[config.mk]
export PLATFORM = sky130hd
export DESIGN_NAME = pfit_fifo
export DESIGN_NICKNAME = d
export VERILOG_FILES = /design/src/hdl/parabola_fit_three_points_top_defines.svh /design/src/hdl/pfit_pkg.sv /design/src/hdl/pfit_fifo.sv
export SDC_FILE = /design/constraint.sdc
export NUM_CORES = 1
export LEC_CHECK = 0
export ABC_AREA = 1
export BUFFER_PORTS_ARGS = -buffer_cell sky130_fd_sc_hd__buf_4
export CAP_MARGIN = 40
export CORE_MARGIN = 4
export CORE_UTILIZATION = 60
export CTS_CLUSTER_SIZE = 14
export DETAILED_ROUTE_END_ITERATION = 16
export PLACE_DENSITY = 0.88
export SLEW_MARGIN = 20
export SYNTH_ARGS = -nofsm -noshare
export SYNTH_HDL_FRONTEND = slang
export SYNTH_SLANG_ARGS = --single-unit
export TNS_END_PERCENT = 50
[constraint.sdc]
create_clock -name aclk -period 37.1 [get_ports aclk]
set_clock_uncertainty 0.05 [all_clocks]
set_input_delay 3.71 -clock aclk [delete_from_list [all_inputs] [get_ports aclk]]
set_output_delay 3.71 -clock aclk [all_outputs]
set_load 0.05 [all_outputs]
[src/hdl/parabola_fit_three_points_top_defines.svh]
// Assertion macros for the three-point parabola fit block.
// Used by the top level only; expects aclk and aresetn in scope.
`ifndef PARABOLA_FIT_THREE_POINTS_TOP_DEFINES_SVH
`define PARABOLA_FIT_THREE_POINTS_TOP_DEFINES_SVH

// same-cycle implication
`define PF_ASSERT_NOW(label, ante, cons, msg) \
    label: assert property (@(posedge aclk) disable iff (!aresetn) (ante) |-> (cons)) \
        else $error(msg);

// next-cycle implication
`define PF_ASSERT_NEXT(label, ante, cons, msg) \
    label: assert property (@(posedge aclk) disable iff (!aresetn) (ante) |=> (cons)) \
        else $error(msg);

`endif

[src/hdl/pfit_pkg.sv]
`timescale 1ns / 1ps
// Shared types and constants of the parabola fit block.
// No dependencies.
package pfit_pkg;
    localparam int COEF_W  = 48;
    localparam int FRAC_W  = 16;
    localparam int DEN_W   = 50;
    localparam int NUM_W   = 64;
    localparam int N_COEF  = 3;
    localparam int Q_STEPS = COEF_W;

    localparam logic [COEF_W-1:0] COEF_POS_MAX = {1'b0, {(COEF_W-1){1'b1}}};
    localparam logic [COEF_W:0]   COEF_POS_LIM = {2'b00, {(COEF_W-1){1'b1}}};
    localparam logic [COEF_W:0]   COEF_NEG_LIM = {2'b01, {(COEF_W-1){1'b0}}};

    typedef struct packed {
        logic                  singular;
        logic [N_COEF-1:0]     neg;
        logic [DEN_W-1:0]      den;
        logic [NUM_W-1:0]      num_c;
        logic [NUM_W-1:0]      num_b;
        logic [NUM_W-1:0]      num_a;
    } job_t;
endpackage

[src/hdl/pfit_fifo.sv]
`timescale 1ns / 1ps
// Short queue of fit jobs between front end and divider back end.
// Depends on pfit_pkg.
module pfit_fifo #(
    parameter int DEPTH = 4
) (
    input  logic           aclk,
    input  logic           aresetn,
    input  logic           push,
    input  pfit_pkg::job_t push_data,
    output logic           full,
    input  logic           pop,
    output logic           empty,
    output pfit_pkg::job_t head
);
    import pfit_pkg::*;

    localparam int PW = (DEPTH > 1) ? $clog2(DEPTH) : 1;
    localparam int CW = $clog2(DEPTH + 1);

    job_t          mem [DEPTH];
    logic [PW-1:0] wr_ptr_reg, rd_ptr_reg;
    logic [CW-1:0] count_reg;
    logic          do_push, do_pop;

    assign full    = (count_reg == CW'(DEPTH));
    assign empty   = (count_reg == '0);
    assign do_push = push && !full;
    assign do_pop  = pop && !empty;
    assign head    = mem[rd_ptr_reg];

    always_ff @(posedge aclk) begin
        if (!aresetn) begin
            wr_ptr_reg <= '0;
            rd_ptr_reg <= '0;
            count_reg  <= '0;
        end else begin
            if (do_push) begin
                wr_ptr_reg <= (wr_ptr_reg == PW'(DEPTH - 1)) ? '0 : wr_ptr_reg + 1'b1;
            end
            if (do_pop) begin
                rd_ptr_reg <= (rd_ptr_reg == PW'(DEPTH - 1)) ? '0 : rd_ptr_reg + 1'b1;
            end
            if (do_push && !do_pop) begin
                count_reg <= count_reg + 1'b1;
            end else if (do_pop && !do_push) begin
                count_reg <= count_reg - 1'b1;
            end
        end
    end

    always_ff @(posedge aclk) begin
        if (do_push) begin
            mem[wr_ptr_reg] <= push_data;
        end
    end
endmodule

Word level (Yosys, flattened, before mapping)
Memories as Yosys holds them, arrays and structs flattened. A register that Yosys moved wholly into a read port is not among the register bits.
Index checks and enable logic that the tools add are counted.
{ "op_classes": {"addsub": 4, "eq_ne": 3, "n_mux": 8, "reduce_logical": 10} }
{ "op_table": {"columns": ["cell", "n"], "rows": [
  ["$mux 2", 4],
  ["$mux 3", 2],
  ["$add 2x1->2 const B", 2],
  ["$eq 2x2->1 const B", 2],
  ["$logic_and 1x1->1", 4],
  ["$logic_not 1->1", 4],
  ["$add 3x1->3 const B", 1],
  ["$eq 3x3->1 const B", 1],
  ["$logic_not 3->1", 1],
  ["$sub 3x1->3 const B", 1],
  ["$mux 1", 2],
  ["$reduce_bool 2->1", 1]
]} }
{ "word_totals": {"register_bits": 7, "ramBits": 984, "input_bits": 250, "output_inout_bits": 248, "mem_count": 1} }
{ "memory_table": {"columns": ["name", "depth", "word_bits", "rd", "rd_ports_with_merged_regs", "wr", "line", "rtl"], "rows": [
  ["mem", 4, 246, 1, 1, 1, "pfit_fifo.sv:21", "job_t mem [DEPTH];"]
]} }

Longest topological paths before layout
Gate-level depths: netlist of the first run.
{ "depth": {"depth_word": 7, "mapped_depth": 13} }

Worst setup path after synthesis of the first run
Ideal clock, no wire load.
{ "synth_timing": {"path_kind": "in2reg", "start": "input port push", "end": "memory mem[0][0] (netlist name) (enable)", "setup_time_ns": 0.858, "arrival_ns": 14.013, "slack_ns": 22.180, "stages": 2, "path_buffers": 0, "path_cell_list": "nand2_1 > nor2_1"} }
{ "synth_via": {"elab_chain_len": 3} }
{ "synth_rtl": {"columns": ["element", "line", "rtl"], "rows": [
  ["start, declared", "pfit_fifo.sv:9", "input logic push,"],
  ["$logic_and 1x1->1", "pfit_fifo.sv:28", "assign do_push = push && !full;"],
  ["$mux 1", "pfit_fifo.sv:53", "if (do_push) begin"],
  ["$mux 1 (implied by the code)", "pfit_fifo.sv:54", "mem[wr_ptr_reg] <= push_data;"],
  ["end, declared", "pfit_fifo.sv:21", null]
]} }
No other way between the ends.

==> reports/summary.txt, run 1 <==
Worst EP arrival - 3.81 ns
DP HPWL - 54820 µm
# rows - 90
routed via count - 23700
Comb power frac - 0.384
Max-slew headroom - 0.4495
total global routing overflow - 0
DRT antenna net count - 0
pwr dens - 84.50 nW/µm²
GP Congestion - 0.8116
first-pass GRT wire length - 138700 µm
Initial Util - 0.6086
antenna violations before repair - 12
Die X - 256.1 µm
Synth Flop Type - edfxtp_1
Synth Net Count - 2708
top cells by area, synth - edfxtp_1 80%, nor2_1 5.2%, o21ai_0 5.0%, o22ai_1 4.2%, o21ai_1 1.7%
WL final - 92180 µm
Synth Area per Inst - 15.07 µm²
sw frac - 0.4016
area leader, netlist - edfxtp_1
clk slew on worst S/H paths - 0.06 ns
drt wl/cell - 24.26 µm
share of cells above drive strength 1 - 0.2274
Worst Path Class, Setup - flop to output port
Post-synth EDFFs - 984
sequential area share after synthesis - 0.8048
Via density - 6.237
pin slew with the least headroom to its limit - 0.8258 ns
Final Cycle Share - 0.2039
Crit. End Element - output port
Ports - 498
GRT Overall Usage - 0.2716
RSZ-0062 raised after global routing - false
fmax - 132.2 MHz
CTS Hold Buffers Added - 0
outcome - finished clean
clock buffer depth - 3
max-slew violations - 0
core area - 60700 µm²
mapped cell area - 36940 µm²
CTS buffer count - 94
area grow syn2layout - 20.48%
number of DRC markers in iteration 0 - 2772
crit path launch type - flop
Hold Vio Cnt, Final - 0
max reg flops - 984
Root Driver - clkbuf_16
Tot Pwr - 3.761 mW
Die Ht - 256.1 µm
CP Max Fanout - 89
vias in the first global route - 23740
clock tree sinks - 993
Hold Crit Class - flop to flop
I/O Buffers - 497
most numerous cell in the Yosys netlist - edfxtp_1
Synth Register Bits - 993
Setup violations, final - 0
top post-synthesis cells by count - 984 x edfxtp_1, 507 x nor2_1, 372 x o21ai_0, 246 x o22ai_1, 122 x o21ai_1
H-tree depth - 3
Distinct cells, synth - 21
static leakage - 15.51 nW
final setup TNS - 0 ns
CTS tree - done
Warnings, synthesis - 0
clock network fraction of total power - 0.243
maxcap violations - 0
Seq pwr share - 0.373
Pint - 2.251 mW
drc violations - 0
post-CTS setup buffer count - 0
CP Data Required Time - 33.34 ns
asr flop ratio synth - 0
post-CTS resize count - 0
Final min period - 7.566 ns
fin nets - 3191
Clock Latency Late Sink - 0.63 ns
Cells after Synth - 2451
drt first pass iters - 7
DIE AREA - 65600 µm²
Synth top area share - 0.7999
post-layout util - 0.7333
switching pwr - 1.510 mW
Worst VDD drop - 78.56 µV
largest net degree at the start of global routing - 144
-- worst max-delay path, cell delays in order, from the launching register on --
cell     delay [ns]
dfxtp_4        0.83
buf_4          0.58
buf_16         0.31
buf_4          0.26
buf_16         0.29
o21ai_0        0.16
o22ai_1        0.31
buf_4          0.26
-- power by group through the flow --
stage	sequential [mW]	combinational, mW	clock (mW)
2_1_floorplan	1.46	0.970	0
3_3_place_gp	1.42	1.35	0
3_5_place_dp	1.42	1.42	0
4_1_cts	1.40	1.43	0.924
5_1_grt	1.41	1.51	0.976
6_report	1.40	1.44	0.916
-- layout by cell type (no fill, tap or decap) --
cell / count
edfxtp_1: 984
buf_16: 20
bufinv_16: 5
clkbuf_16: 97
clkinv_1: 20
o21ai_0: 372
inv_1: 17
nand3_1: 2
nand2_1: 15
o21ai_1: 122
fa_1: 1
clkinv_2: 13
nor2_1: 503
clkinv_16: 1
buf_4: 524
a21oi_1: 3
inv_6: 2
nand3b_1: 1
ha_1: 6
inv_12: 1
clkinvlp_4: 4
o22ai_1: 246
dfxtp_1: 7
nand4_1: 1
clkbuf_1: 20
nor2_4: 4
clkinv_4: 1
diode_2: 15
dfxtp_4: 2
clkinv_8: 1
buf_12: 6
inv_16: 2
-- stage by stage --
| stage | setup slack (ns) | cell area (µm²) | instances | hold slack, ns |
|---|---|---|---|---|
| after global routing | 29.27 | 44490 | 3794 | 0.5355 |
| after detailed placement | 29.98 | 41490 | 3618 | 0.4739 |
| after CTS | 29.30 | 44410 | 3783 | 0.4832 |
| after global placement | 29.91 | 40870 | 3594 | 0.4379 |
| after floorplan | 22.18 | 36940 | 2451 | 0.4301 |
| final | 29.53 | 44510 | 3800 | 0.4813 |
-- layout make-up --
type	count	area, µm²
flip-flops and latches	993	29740
diodes	15	37.54
fillers	3261	16190
well taps	782	978.4
clock buffers	117	2502
inverters	19	88.84
repair buffers	550	4604
multi-input cells	1276	6135
clock inverters	48	424.2
-- path summary, 6_finish.rpt --
check                                          startpoint                         to  slack (ns)  cells past startpoint
worst max-delay path                                 flop                  head[135]       29.53                      7
worst max register to register  count_reg[1]$_SDFFE_PN0P_      mem[1][140]$_DFFE_PP_       33.95                      9
worst min-delay path            count_reg[0]$_SDFFE_PN0P_  count_reg[0]$_SDFFE_PN0P_        0.48                      2
worst min register to register  count_reg[0]$_SDFFE_PN0P_  count_reg[0]$_SDFFE_PN0P_        0.48                      2
-- logic make-up after synthesis --
logic type / Yosys count / synth area share
flops: 993 / 0.8048
fa+ha+maj: 7 / 0.002574
simple gates: 526 / 0.05369
buf+inv: 182 / 0.02998
compound gates: 743 / 0.1090
-- routing by layer --
layer	wire [µm]	share of wire	global-route usage	vias to the layer above
met1	31350	0.34	0.3311	11660
met5	6	0.000065	0	-
met2	46920	0.51	0.4577	1511
li1	-	-	-	10270
met3	9945	0.11	0.07361	256
met4	3961	0.043	0.1236	2
No activity file was read; power rests on OpenSTA's default activity.
==> run 2: changes to the inputs <==
--- a/config.mk
+++ b/config.mk
@@ -9,10 +9,10 @@
 export BUFFER_PORTS_ARGS = -buffer_cell sky130_fd_sc_hd__buf_4
 export CAP_MARGIN = 40
 export CORE_MARGIN = 4
-export CORE_UTILIZATION = 60
+export CORE_UTILIZATION = 52
 export CTS_CLUSTER_SIZE = 14
 export DETAILED_ROUTE_END_ITERATION = 16
-export PLACE_DENSITY = 0.88
+export PLACE_DENSITY = 0.81
 export SLEW_MARGIN = 20
 export SYNTH_ARGS = -nofsm -noshare
 export SYNTH_HDL_FRONTEND = slang
==> constraint.sdc (replaced) <==
create_clock -name aclk -period 6.2 [get_ports aclk]
set_clock_uncertainty 0.05 [all_clocks]
set_input_delay 0.62 -clock aclk [delete_from_list [all_inputs] [get_ports aclk]]
set_output_delay 0.62 -clock aclk [all_outputs]
set_load 0.05 [all_outputs]
==> run 2 against run 1 <==
Compared with the run above:
- critical path depth is 1 lower
- sequential cell count stayed put
- sequential power grew to 6.0 times the previous value
- critical path type unchanged
- clock power grew to 6.2 times the previous value
- worst hold slack worse by 0.34 ns
- highest routed layer unchanged
- register-to-register slack worse by 31 ns
- design area is 0.19% lower
- non-clock buffer count is 30 lower
- sequential share of layout area is 0.13 points higher
- via count is 4.3% lower
- largest cell class unchanged
- setup slack worse by 28 ns
- power grew to 6.0 times the previous value
==> reports/summary.txt, run 2 (synthesis gave the netlist of run 1 again) <==
area grow syn2layout - 20.25%
drt wl/cell - 21.85 µm (-9.9%)
CTS Hold Buffers Added - 0 (unchanged)
drt first pass iters - 5 (-2)
commonest cells after routing, fill and taps aside - 984 x edfxtp_1, 503 x nor2_1, 501 x buf_4
Setup violations, final - 0 (unchanged)
Ports - 498 (unchanged)
Root Driver - clkbuf_16
GRT Overall Usage - 0.2185 (-0.05304)
core area - 70270 µm² (+16%)
pin slew with the least headroom to its limit - 1.105 ns (+0.2789 ns)
max-slew violations - 0 (unchanged)
FF-to-FF Start - count_reg[1]$_SDFFE_PN0P_
Max-slew headroom - 0.2636 (-0.1859)
vias in the first global route - 22600 (-4.8%)
WL final - 85750 µm (-7.0%)
Hold Crit Class - input pin to flop
total global routing overflow - 0 (unchanged)
Comb power frac - 0.373 (-0.011)
Worst VDD drop - 414.4 µV (+430%)
Largest delay share family, worst path - buffers and inverters
commonest non-fill, non-tap cell in the layout - edfxtp_1
fmax - 235.0 MHz
antenna violations before repair - 8 (-4)
Die X - 274.5 µm (+7.2%)
final worst slack - 1.944 ns (-27.59 ns)
Die Ht - 274.5 µm (+7.2%)
RSZ-0062 raised after global routing - false
crit-path cells - inv_12 -> buf_16 -> buf_12 -> o21ai_0 -> o22ai_1 -> buf_4
sw frac - 0.3943 (-0.007245)
clk slew on worst S/H paths - 0.06 ns (about the same)
number of DRC markers in iteration 0 - 1982 (-28%)
I/O Buffers - 497 (unchanged)
CP Data Required Time - 5.53 ns (-27.81 ns)
Seq pwr share - 0.374 (about the same)
Clock Latency Late Sink - 0.63 ns (about the same)
Final Cycle Share - 0.6864
first-pass GRT wire length - 128200 µm (-7.6%)
clock network fraction of total power - 0.252 (+0.009)
Worst Path Class, Setup - flop to output port
maxcap violations - 0 (unchanged)
Initial Util - 0.5257 (-0.08293)
M3 GR Usage - 0.06245 (-0.01117)
CP max stage cell - dfxtp_4
Hold Vio Cnt, Final - 0 (unchanged)
largest net degree at the start of global routing - 234 (+63%)
crit path launch type - flop
GP Congestion - 0.7780 (-4.1%)
post-CTS resize count - 0 (unchanged)
CTS tree - done
HP Start - push_data[211]
DIE AREA - 75370 µm² (+15%)
CTS buffer count - 95 (+1.1%)
DRT antenna net count - 0 (unchanged)
DP HPWL - 48900 µm (-11%)
GRT met1 Usage - 0.2687 (-0.06240)
CP Max Fanout - 153 (+72%)
outcome - finished clean
busiest grt layer - met2
Via density - 5.780 (-7.3%)
post-CTS setup buffer count - 0 (unchanged)
max reg flops - 984 (unchanged)
fin nets - 3162 (-0.91%)
clock tree sinks - 993 (unchanged)
static leakage - 15.37 nW (-0.88%)
routed via count - 22680 (-4.3%)
Final min period - 4.256 ns
drc violations - 0 (unchanged)
clock buffer depth - 3 (unchanged)
post-layout util - 0.6321 (-0.1011)
Pint - 13.59 mW (+500%)
pwr dens - 505.2 nW/µm² (+500%)
switching pwr - 8.849 mW (+490%)
Worst EP arrival - 3.59 ns (-0.22 ns)
share of cells above drive strength 1 - 0.2222 (-0.005217)
H-tree depth - 3 (unchanged)
DP Worst Slack - 2.589 ns (-27.40 ns)
Crit path largest cell delay - 0.53 ns (-0.30 ns)
met2 Usage GRT - 0.3735 (-0.08412)
Crit. End Element - output port
WP buf/inv - 4 (-1)
# rows - 97 (+7.8%)
-- run 2: cell types whose count changed in the layout (fill, tap and decap cells not counted) --
cell        change
diode_2        -10
buf_12          +7
clkinv_2        +5
clkinv_8        -1
clkinv_1        +5
bufinv_16       +6
clkbuf_16       -2
buf_4          -23
clkbuf_1        -8
clkinv_4        +1
clkinvlp_4      -1
buf_16         -14
clkinv_16       +1
-- run 2: final cells by class --
cell class,count,area [µm²]
Multi-Input combinational cell,1276,6135
Clock buffer,107,2422
Inverter,19,88.84
Sequential cell,993,29740
Timing Repair Buffer,520,4187
Antenna cell,5,12.51
Clock inverter,64,663.1
Fill cell,4742,25850
Tap cell,940,1176
-- run 2: worst paths after layout --
check,to,slack (ns),depth (start not counted)
worst max-delay path,head[136],1.94,6
worst min register to register,count_reg[0]$_SDFFE_PN0P_,0.49,2
worst min-delay path,mem[3][211]$_DFFE_PP_,0.14,1
worst max register to register,mem[3][128]$_DFFE_PP_,3.30,5
-- run 2: metrics by stage --
step | total power [mW] | setup TNS [ns] | area [µm²] | instances | hold slack, ns
finish | 22.44 | 0 | 44420 | 3924 | 0.1367
global route | 23.34 | 0 | 44420 | 3924 | 0.08464
CTS | 22.52 | 0 | 44310 | 3915 | 0.08177
detailed placement | 16.85 | 0 | 41220 | 3744 | 0.4643
global placement | 16.61 | 0 | 41140 | 3741 | 0.4381
floorplan | 14.39 | -1479.19 | 36950 | 2451 | 0.4301
-- run 2: per-layer routing --
| metal | wire length [µm] | vias up |
|---|---|---|
| met1 | 30970 | 11240 |
| met5 | 54 | - |
| li1 | - | 10210 |
| met2 | 43710 | 1046 |
| met3 | 8115 | 180 |
| met4 | 2902 | 6 |
-- run 2: power by group through the flow --
stage          clock network [mW]  registers, mW  logic (mW)
6_report                     5.66           8.40        8.38
5_1_grt                      6.06           8.44        8.83
4_1_cts                      5.75           8.40        8.37
2_1_floorplan                   0           8.59        5.81
3_5_place_dp                    0           8.53        8.32
3_3_place_gp                    0           8.53        8.08
